## src/sv/wnts_pkg.sv

```systemverilog
// Shared types, constants and name helpers for the wildcard name table search block.
package wnts_pkg;

    localparam int TABLE_DEPTH = 64;
    localparam int NAME_CHARS  = 8;
    localparam int IDX_W       = 6;
    localparam int CNT_W       = 7;
    localparam int NAME_W      = 64;

    localparam logic [7:0]        WILD_CHAR = 8'h3F;
    localparam logic [NAME_W-1:0] NULL_WORD = 64'h0000_0000_4C4C_554E;

    typedef enum logic [1:0] {
        CMD_APPEND = 2'd0,
        CMD_WILD   = 2'd1,
        CMD_EXACT  = 2'd2,
        CMD_CLEAR  = 2'd3
    } t_cmd;

    typedef enum logic [2:0] {
        ST_MATCH    = 3'd0,
        ST_NO_MATCH = 3'd1,
        ST_APPENDED = 3'd2,
        ST_FULL     = 3'd3,
        ST_CLEARED  = 3'd4
    } t_status;

    typedef enum logic [1:0] {
        S_IDLE,
        S_SCAN,
        S_EMIT
    } t_state;

    // Upper-case one byte; only 'a' to 'z' change.
    function automatic logic [7:0] fold_char(input logic [7:0] c);
        logic [7:0] r;
        r = c;
        if (c >= 8'h61 && c <= 8'h7A) begin
            r = c - 8'h20;
        end
        return r;
    endfunction

    // Upper-case every byte of a word.
    function automatic logic [NAME_W-1:0] fold_word(input logic [NAME_W-1:0] w);
        logic [NAME_W-1:0] r;
        for (int i = 0; i < 8; i++) begin
            r[8*i +: 8] = fold_char(w[8*i +: 8]);
        end
        return r;
    endfunction

    // Keep the characters up to the first zero byte and zero the rest.
    function automatic logic [NAME_W-1:0] normalize(input logic [NAME_W-1:0] w);
        logic [NAME_W-1:0] r;
        logic              ended;
        r     = '0;
        ended = 1'b0;
        for (int i = 0; i < NAME_CHARS; i++) begin
            if (w[8*i +: 8] == 8'h00) begin
                ended = 1'b1;
            end
            if (!ended) begin
                r[8*i +: 8] = w[8*i +: 8];
            end
        end
        return r;
    endfunction

endpackage

```

## src/sv/wnts_ram.sv

```systemverilog
// Generic single-write, single-read RAM with registered read data.
module wnts_ram #(
    parameter int WIDTH = 64,
    parameter int DEPTH = 64
) (
    input  logic                     i_clk,
    input  logic                     i_wr_en,
    input  logic [$clog2(DEPTH)-1:0] i_wr_addr,
    input  logic [WIDTH-1:0]         i_wr_data,
    input  logic                     i_rd_en,
    input  logic [$clog2(DEPTH)-1:0] i_rd_addr,
    output logic [WIDTH-1:0]         o_rd_data
);

    logic [WIDTH-1:0] r_mem [DEPTH];
    logic [WIDTH-1:0] r_rd_data;

    // Write and registered read
    always_ff @(posedge i_clk) begin
        if (i_wr_en) begin
            r_mem[i_wr_addr] <= i_wr_data;
        end
        if (i_rd_en) begin
            r_rd_data <= r_mem[i_rd_addr];
        end
    end

    assign o_rd_data = r_rd_data;

endmodule

```

## src/sv/wnts_match.sv

```systemverilog
// Name compare unit: wildcard or exact case-insensitive match of query against one entry.
module wnts_match (
    input  wnts_pkg::t_cmd                   i_mode,
    input  logic [wnts_pkg::NAME_W-1:0]      i_query,
    input  logic [wnts_pkg::NAME_W-1:0]      i_entry,
    output logic                             o_hit
);

    logic wild_hit;
    logic exact_hit;

    // Walk positions while both names run on and agree; judge the stop position
    always_comb begin
        logic [7:0] ca;
        logic [7:0] cb;
        logic       stopped;
        logic       agree;
        wild_hit = 1'b1;
        stopped  = 1'b0;
        for (int i = 0; i < wnts_pkg::NAME_CHARS; i++) begin
            ca    = i_query[8*i +: 8];
            cb    = i_entry[8*i +: 8];
            agree = (ca != 8'h00) && (cb != 8'h00) &&
                    ((wnts_pkg::fold_char(ca) == wnts_pkg::fold_char(cb)) ||
                     (ca == wnts_pkg::WILD_CHAR) || (cb == wnts_pkg::WILD_CHAR));
            if (!stopped && !agree) begin
                stopped  = 1'b1;
                wild_hit = (ca == wnts_pkg::WILD_CHAR) || (cb == wnts_pkg::WILD_CHAR) ||
                           (ca == cb);
            end
        end
    end

    assign exact_hit = (wnts_pkg::fold_word(i_query) == wnts_pkg::fold_word(i_entry));
    assign o_hit     = (i_mode == wnts_pkg::CMD_WILD) ? wild_hit : exact_hit;

endmodule

```

## src/sv/wildcard_name_table_search_top.sv

```systemverilog
// Top level: name table, scan sequencer and result word register.
//
// Input channel (i_valid / o_ready) carries a command and an eight-byte name.
// Output channel (o_valid / i_ready) carries result words: status, entry index
// and a last flag set on the final word that a command produces.
// One command is processed at a time; o_ready is high only when the sequencer
// is idle. Append and clear go to the emit state, which loads their word into
// the output register once that register is free.
// A search reads the table through one RAM read port and one shared compare
// unit, one entry per cycle unless a stalled receiver holds the scan: wildcard
// search scans newest entry down to disabled_count and emits every hit; exact
// lookup scans upward and stops at the first hit. Wildcard hits are held one
// deep so the final hit can carry the last flag; a stalled receiver freezes
// the scan in place when a newer hit must release the held one, so nothing is
// dropped. disabled_count is written through i_cfg_wr_en / i_cfg_wr_data; the
// user must write it only while idle, as the block itself does not enforce it.
// Synchronous active-low reset empties the table (entry count to zero),
// clears disabled_count and the output valid flag; no clearing pass is needed.
module wildcard_name_table_search_top (
    input  logic                          i_clk,
    input  logic                          i_rst_n,
    input  logic                          i_valid,
    output logic                          o_ready,
    input  logic [1:0]                    i_cmd,
    input  logic [wnts_pkg::NAME_W-1:0]   i_name_chars,
    output logic                          o_valid,
    input  logic                          i_ready,
    output logic [2:0]                    o_status,
    output logic [wnts_pkg::IDX_W-1:0]    o_entry_index,
    output logic                          o_last,
    input  logic                          i_cfg_wr_en,
    input  logic [wnts_pkg::CNT_W-1:0]    i_cfg_wr_data
);

    wnts_pkg::t_state               r_state, n_state;
    wnts_pkg::t_cmd                 r_cmd, n_cmd;
    logic [wnts_pkg::NAME_W-1:0]    r_q, n_q;
    logic [wnts_pkg::CNT_W-1:0]     r_cnt, n_cnt;
    logic [wnts_pkg::CNT_W-1:0]     r_dis;
    logic [wnts_pkg::CNT_W-1:0]     r_cur, n_cur;
    logic                           r_pend_valid, n_pend_valid;
    logic [wnts_pkg::IDX_W-1:0]     r_pend_idx, n_pend_idx;
    wnts_pkg::t_status              r_fin_status, n_fin_status;
    logic [wnts_pkg::IDX_W-1:0]     r_fin_idx, n_fin_idx;
    logic                           r_out_valid, n_out_valid;
    wnts_pkg::t_status              r_out_status, n_out_status;
    logic [wnts_pkg::IDX_W-1:0]     r_out_idx, n_out_idx;
    logic                           r_out_last, n_out_last;

    logic                           accept;
    logic                           out_free;
    logic [wnts_pkg::NAME_W-1:0]    in_name;
    logic                           in_empty;
    logic                           wr_en;
    logic                           rd_en;
    logic [wnts_pkg::NAME_W-1:0]    rd_data;
    logic                           hit;
    logic                           last_entry;

    assign o_ready  = (r_state == wnts_pkg::S_IDLE);
    assign accept   = i_valid && o_ready;
    assign out_free = !r_out_valid || i_ready;
    assign in_name  = wnts_pkg::normalize(i_name_chars);
    assign in_empty = (in_name == '0) || (wnts_pkg::fold_word(in_name) == wnts_pkg::NULL_WORD);
    assign wr_en    = accept && (wnts_pkg::t_cmd'(i_cmd) == wnts_pkg::CMD_APPEND) &&
                      (r_cnt != wnts_pkg::CNT_W'(wnts_pkg::TABLE_DEPTH));

    // Name table
    wnts_ram #(
        .WIDTH (wnts_pkg::NAME_W),
        .DEPTH (wnts_pkg::TABLE_DEPTH)
    ) u_ram (
        .i_clk     (i_clk),
        .i_wr_en   (wr_en),
        .i_wr_addr (r_cnt[wnts_pkg::IDX_W-1:0]),
        .i_wr_data (in_name),
        .i_rd_en   (rd_en),
        .i_rd_addr (n_cur[wnts_pkg::IDX_W-1:0]),
        .o_rd_data (rd_data)
    );

    // Shared compare unit
    wnts_match u_match (
        .i_mode  (r_cmd),
        .i_query (r_q),
        .i_entry (rd_data),
        .o_hit   (hit)
    );

    assign last_entry = (r_cmd == wnts_pkg::CMD_WILD) ? (r_cur <= r_dis)
                                                      : ((r_cur + 7'd1) >= r_cnt);

    // Sequencer: next state, scan control and result word loading
    always_comb begin
        n_state      = r_state;
        n_cmd        = r_cmd;
        n_q          = r_q;
        n_cnt        = r_cnt;
        n_cur        = r_cur;
        n_pend_valid = r_pend_valid;
        n_pend_idx   = r_pend_idx;
        n_fin_status = r_fin_status;
        n_fin_idx    = r_fin_idx;
        n_out_valid  = r_out_valid && !i_ready;
        n_out_status = r_out_status;
        n_out_idx    = r_out_idx;
        n_out_last   = r_out_last;
        rd_en        = 1'b0;

        unique case (r_state)
            wnts_pkg::S_IDLE: begin
                if (accept) begin
                    n_cmd        = wnts_pkg::t_cmd'(i_cmd);
                    n_q          = in_name;
                    n_pend_valid = 1'b0;
                    n_fin_idx    = '0;
                    n_fin_status = wnts_pkg::ST_NO_MATCH;
                    n_state      = wnts_pkg::S_EMIT;
                    unique case (wnts_pkg::t_cmd'(i_cmd))
                        wnts_pkg::CMD_APPEND: begin
                            if (wr_en) begin
                                n_fin_status = wnts_pkg::ST_APPENDED;
                                n_fin_idx    = r_cnt[wnts_pkg::IDX_W-1:0];
                                n_cnt        = r_cnt + 7'd1;
                            end else begin
                                n_fin_status = wnts_pkg::ST_FULL;
                            end
                        end
                        wnts_pkg::CMD_CLEAR: begin
                            n_fin_status = wnts_pkg::ST_CLEARED;
                            n_cnt        = '0;
                        end
                        wnts_pkg::CMD_WILD: begin
                            if (!in_empty && (r_cnt > r_dis)) begin
                                n_cur   = r_cnt - 7'd1;
                                rd_en   = 1'b1;
                                n_state = wnts_pkg::S_SCAN;
                            end
                        end
                        wnts_pkg::CMD_EXACT: begin
                            if (r_dis < r_cnt) begin
                                n_cur   = r_dis;
                                rd_en   = 1'b1;
                                n_state = wnts_pkg::S_SCAN;
                            end
                        end
                        default: ;
                    endcase
                end
            end

            wnts_pkg::S_SCAN: begin
                if (r_cmd == wnts_pkg::CMD_EXACT) begin
                    // Stop at the first hit or at the top of the range
                    if (hit) begin
                        n_fin_status = wnts_pkg::ST_MATCH;
                        n_fin_idx    = r_cur[wnts_pkg::IDX_W-1:0];
                        n_state      = wnts_pkg::S_EMIT;
                    end else if (last_entry) begin
                        n_state = wnts_pkg::S_EMIT;
                    end else begin
                        n_cur = r_cur + 7'd1;
                        rd_en = 1'b1;
                    end
                end else if (!(hit && r_pend_valid && !out_free)) begin
                    // Release the held hit when a newer one replaces it
                    if (hit && r_pend_valid) begin
                        n_out_valid  = 1'b1;
                        n_out_status = wnts_pkg::ST_MATCH;
                        n_out_idx    = r_pend_idx;
                        n_out_last   = 1'b0;
                    end
                    if (hit) begin
                        n_pend_valid = 1'b1;
                        n_pend_idx   = r_cur[wnts_pkg::IDX_W-1:0];
                    end
                    if (last_entry) begin
                        if (n_pend_valid) begin
                            n_fin_status = wnts_pkg::ST_MATCH;
                            n_fin_idx    = n_pend_idx;
                        end
                        n_state = wnts_pkg::S_EMIT;
                    end else begin
                        n_cur = r_cur - 7'd1;
                        rd_en = 1'b1;
                    end
                end
            end

            wnts_pkg::S_EMIT: begin
                // Send the closing word once the output register frees up
                if (out_free) begin
                    n_out_valid  = 1'b1;
                    n_out_status = r_fin_status;
                    n_out_idx    = r_fin_idx;
                    n_out_last   = 1'b1;
                    n_state      = wnts_pkg::S_IDLE;
                end
            end

            default: n_state = wnts_pkg::S_IDLE;
        endcase
    end

    // State and control registers
    always_ff @(posedge i_clk) begin
        if (!i_rst_n) begin
            r_state     <= wnts_pkg::S_IDLE;
            r_cnt       <= '0;
            r_dis       <= '0;
            r_out_valid <= 1'b0;
            r_pend_valid <= 1'b0;
        end else begin
            r_state      <= n_state;
            r_cnt        <= n_cnt;
            r_out_valid  <= n_out_valid;
            r_pend_valid <= n_pend_valid;
            if (i_cfg_wr_en) begin
                r_dis <= i_cfg_wr_data;
            end
        end
    end

    // Payload registers
    always_ff @(posedge i_clk) begin
        r_cmd        <= n_cmd;
        r_q          <= n_q;
        r_cur        <= n_cur;
        r_pend_idx   <= n_pend_idx;
        r_fin_status <= n_fin_status;
        r_fin_idx    <= n_fin_idx;
        r_out_status <= n_out_status;
        r_out_idx    <= n_out_idx;
        r_out_last   <= n_out_last;
    end

    assign o_valid       = r_out_valid;
    assign o_status      = r_out_status;
    assign o_entry_index = r_out_idx;
    assign o_last        = r_out_last;

endmodule
```

## config.mk

```make
export PLATFORM = sky130hd
export DESIGN_NAME = wildcard_name_table_search_top
export DESIGN_NICKNAME = d
export VERILOG_FILES = /design/src/sv/wnts_pkg.sv /design/src/sv/wnts_ram.sv /design/src/sv/wnts_match.sv /design/src/sv/wildcard_name_table_search_top.sv
export SDC_FILE = /design/constraint.sdc
export NUM_CORES = 2
export LEC_CHECK = 0
export ABC_AREA = 1
export BUFFER_PORTS_ARGS = -buffer_cell sky130_fd_sc_hd__buf_4
export CAP_MARGIN = 5
export CORE_MARGIN = 2
export CORE_UTILIZATION = 40
export CTS_BUF_LIST = sky130_fd_sc_hd__clkbuf_16
export CTS_CLUSTER_SIZE = 24
export DETAILED_ROUTE_END_ITERATION = 12
export PLACE_DENSITY = 0.51
export SLEW_MARGIN = 30
export SYNTH_ARGS = -nofsm -noshare
export SYNTH_HDL_FRONTEND = slang
export SYNTH_HIERARCHICAL = 1
export SYNTH_SLANG_ARGS = --single-unit
```

## constraint.sdc

```tcl
create_clock -name i_clk -period 10.5 [get_ports i_clk]
set_clock_uncertainty 0.15 [all_clocks]
set_input_delay 1.05 -clock i_clk [delete_from_list [all_inputs] [get_ports i_clk]]
set_output_delay 1.05 -clock i_clk [all_outputs]
set_load 0.05 [all_outputs]
```

==> flow_metrics.env <==
export IMPL_status="finished, final reports clean"
export IMPL_pwr_share_clk_pct=27.6
export IMPL_max_slew_worst_pin_slew_ns=1.44
export IMPL_crit_type="reg2reg"
export IMPL_setup_tns_ns=0
export IMPL_routabilityCongestion=0.836
export IMPL_min_path_type="in2reg"
export IMPL_numCtsBuffers=451
export IMPL_clock_path_buffers=4
export IMPL_crit_arrival_ns=9.29
export IMPL_clkSinkCount=4276
export IMPL_yosys_register_bits=4276
export IMPL_dpl_hpwl_um=290000
export IMPL_finish_utilization_pct=45.1
export IMPL_grt_pass1_wl_um=842000
export IMPL_setup_worst_path_end_class="register"
export IMPL_worstPathRequired_ns=11.10
export IMPL_p_int_uw=33100
export IMPL_drive_gt1_share_pct=7.92
export IMPL_drt_iter0_drc=15200
export IMPL_cpMostUsedCell="nand2_1"
export IMPL_synth_distinct_cells=59
export IMPL_clock_latency_ns=1.02
export IMPL_power_per_cell_area_nw_per_um2=277
export IMPL_antenna_found_initial=25
export IMPL_syn_area_um2=176000
export IMPL_pwr_share_seq_pct=35.3
export IMPL_syn_avg_cell_area_um2=11.8
export IMPL_track_usage_pct=26.2
export IMPL_die_area_um2=446000
export IMPL_p_total_uw=54900
export IMPL_drt_pre_antenna_iters=6
export IMPL_initial_core_util_pct=40.2
export IMPL_ir_worst_vdd_uv=339
export IMPL_finalNetCount=15000
export IMPL_fin_crit_ns=8.69
export IMPL_rsz0062_at_grt="no"
export IMPL_final_cell_area_um2=198000
export IMPL_cts_setup_buffers=0
export IMPL_drv_cap=0
export IMPL_post_drt_via_cell_ratio=5.65
export IMPL_fp_coreArea_um2=438000
export IMPL_areaGrowthSynthToFinish_pct=12.3
export IMPL_vias=119000
export IMPL_critPathMaxStageDelay_ns=0.72
export IMPL_cp_start_kind="register"
export IMPL_rows=243
export IMPL_switching_share_pct=39.6
export IMPL_syn_inst=14900
export IMPL_grt_overflow=0
export IMPL_fin_cells=21100
export IMPL_fillers=39900
export IMPL_dieHeight_um=667
export IMPL_placed_cells=20300
export IMPL_drv_slew=0
export IMPL_placedInstanceArea_um2=184000
export IMPL_r2r_slack_ns=1.81
export IMPL_setup_violations_final=0
export IMPL_crit_path_max_fanout=171
export IMPL_combPwrFrac_pct=37.1
export IMPL_grt_max_degree=179
export IMPL_synth_area_leaders="edfxtp_1 73%, nand3_1 11%, nand2_1 10%"
export IMPL_tritoncts="yes"
export IMPL_power_switching_uw=21700
export IMPL_fp_dieW_um=667
export IMPL_clk_pin_slew_ns=0.06
export IMPL_max_slew_margin_pct=4.12
export IMPL_fin_crit_sh_pct=82.8
export IMPL_fmax_mhz=115
export IMPL_syn_nets=15000
export IMPL_cts_hold_buf=0
export IMPL_critPathSlowestCell="a21oi_2"
export IMPL_p_leak_uw=0.0699
export IMPL_routedWlPerCell_um=28.4
export IMPL_drc=0
export IMPL_routed_wl_um=599000
export IMPL_drtAntennaViolNets=0
export IMPL_synth_top_cell_by_area="edfxtp_1"
export IMPL_synth_top_cell_area_share_pct=72.5
export IMPL_num_io_pins=90
export IMPL_post_cts_resize_count=0
export IMPL_grt_pass1_vias=110000
export IMPL_port_buffers=89
export IMPL_synth_ff_type="edfxtp_1"
export IMPL_yosysWarnings=6
export IMPL_cts_root_buf="clkbuf_16"
export IMPL_synth_seq_area_share_pct=72.8
export IMPL_hold_violations=0
export IMPL_htree_levels=5
export IMPL_synth_edf_count=4252
export IMPL_ys_async_sr_fraction_pct=0
==> per-layer routing <==
metal | GRT usage, % | part of all wire [%] | vias to the layer above
li1 | - | - | 52700
met1 | 38.1 | 43 | 60300
met2 | 41.6 | 46 | 5333
met3 | 3.17 | 8.0 | 891
met4 | 6.97 | 2.8 | 4
met5 | 0 | 0.0035 | -
==> layout make-up <==
class / instances / area (um2) / area share, %
Inverter: 260 / 1050 / 0.532
Antenna cell: 5 / 12.5 / 0.00633
Sequential cell: 4276 / 128000 / 64.8
Timing Repair Buffer: 421 / 4530 / 2.29
Multi-Input combinational cell: 9430 / 42800 / 21.6
Tap cell: 5880 / 7360 / 3.72
Clock buffer: 458 / 11500 / 5.80
Clock inverter: 365 / 2360 / 1.19
==> logic make-up (layout without fill, tap and decap cells) <==
group           Yosys count  count (layout)  synth area share [%]
simple gates           9140            9140                  22.5
fa+ha+maj                53              53                 0.377
xor+xnor                 73              73                 0.363
flops                  4276            4276                  72.8
other cells               0               5                     0
buf+inv                1179            1504                  3.42
compound gates          164             164                 0.548
==> cells in the final DEF (no fill, tap or decap), types with 7 or more instances in the layout <==
cell type,Yosys,routed
inv_1,241,348
ha_1,53,53
xnor2_1,31,31
nand2_1,4759,4754
nor3_1,41,37
clkinvlp_4,0,7
a21oi_2,5,7
nor2_1,298,192
inv_6,1,12
clkinv_2,0,83
clkbuf_16,0,458
nand3_1,3936,3935
buf_12,1,91
edfxtp_1,4252,4252
bufinv_16,0,23
nor4_1,24,23
nand2_2,12,12
inv_2,17,19
nand4_1,36,36
clkinv_1,0,113
buf_16,0,10
dfxtp_1,24,24
xor2_1,42,42
o21ai_0,54,54
buf_4,175,313
a21oi_1,56,54
nor2_4,3,110
buf_6,40,7
==> critical path, delay by kind of cell (launching register included) <==
family	cells	cell delay [ns]
buffers and inverters	4	1.39
adders and majority gates	1	0.32
AOI/OAI and AO/OA	6	1.36
DFF	1	0.68
xor gates and xnor gates	1	0.08
and+or+nand+nor	18	3.54
==> path summary, 6_finish.rpt <==
kind | startpoint | cells past startpoint | end
min | i_cmd[0] | 1 | r_cmd[0]
min reg2reg | r_fin_status[1] | 2 | o_status[1]
max | u_ram/o_rd_data[13] | 30 | u_ram/o_rd_data[59]
max reg2reg | u_ram/o_rd_data[13] | 30 | u_ram/o_rd_data[59]
==> power by group through the flow <==
stage	combinational, uW	sequential, uW	clock (uW)
final	20400	19300	15200
after global routing	22200	19300	16000
after CTS	20200	19300	15400
after detailed placement	20100	19700	0
after global placement	20100	19700	0
after floorplan	14000	19600	0
==> per-stage QoR <==
step                      hold WS [ns]  worst slack [ns]
after floorplan                  0.313              2.34
after global placement           0.343              2.08
after detailed placement         0.341              2.09
after CTS                       0.0583              2.53
after global routing             0.101              2.00
final                            0.131              1.81
==> cells in the mapped netlist, types with 4 or more instances <==
library cell     n
nand2_1       4759
edfxtp_1      4252
nand3_1       3936
buf_2          473
nor2_1         298
inv_1          241
buf_4          175
clkbuf_1       143
buf_1           85
a21oi_1         56
o21ai_0         54
ha_1            53
xor2_1          42
nor3_1          41
buf_6           40
nand4_1         36
xnor2_1         31
dfxtp_1         24
nor4_1          24
inv_2           17
nand2_2         12
nand3_2          6
nand3b_1         6
nor2_2           6
o21ai_1          6
a21oi_2          5
a41oi_1          5
o211ai_1         5
o32ai_1          5
a31oi_1          4
or2_2            4
==> flip-flops by register name, indices dropped and copies added (netlist names) <==
name and count:
r_q 64, r_state 2, o_entry_index 6, u_ram/o_rd_data 64, u_ram/r_mem 4096, r_pend_valid 1, r_cnt 7, r_pend_idx 6
r_fin_idx 6, r_fin_status 3, o_last 1, o_valid 1, r_cmd 2, o_status 3, r_cur 7, r_dis 7
(Power assumes the default switching activity.)
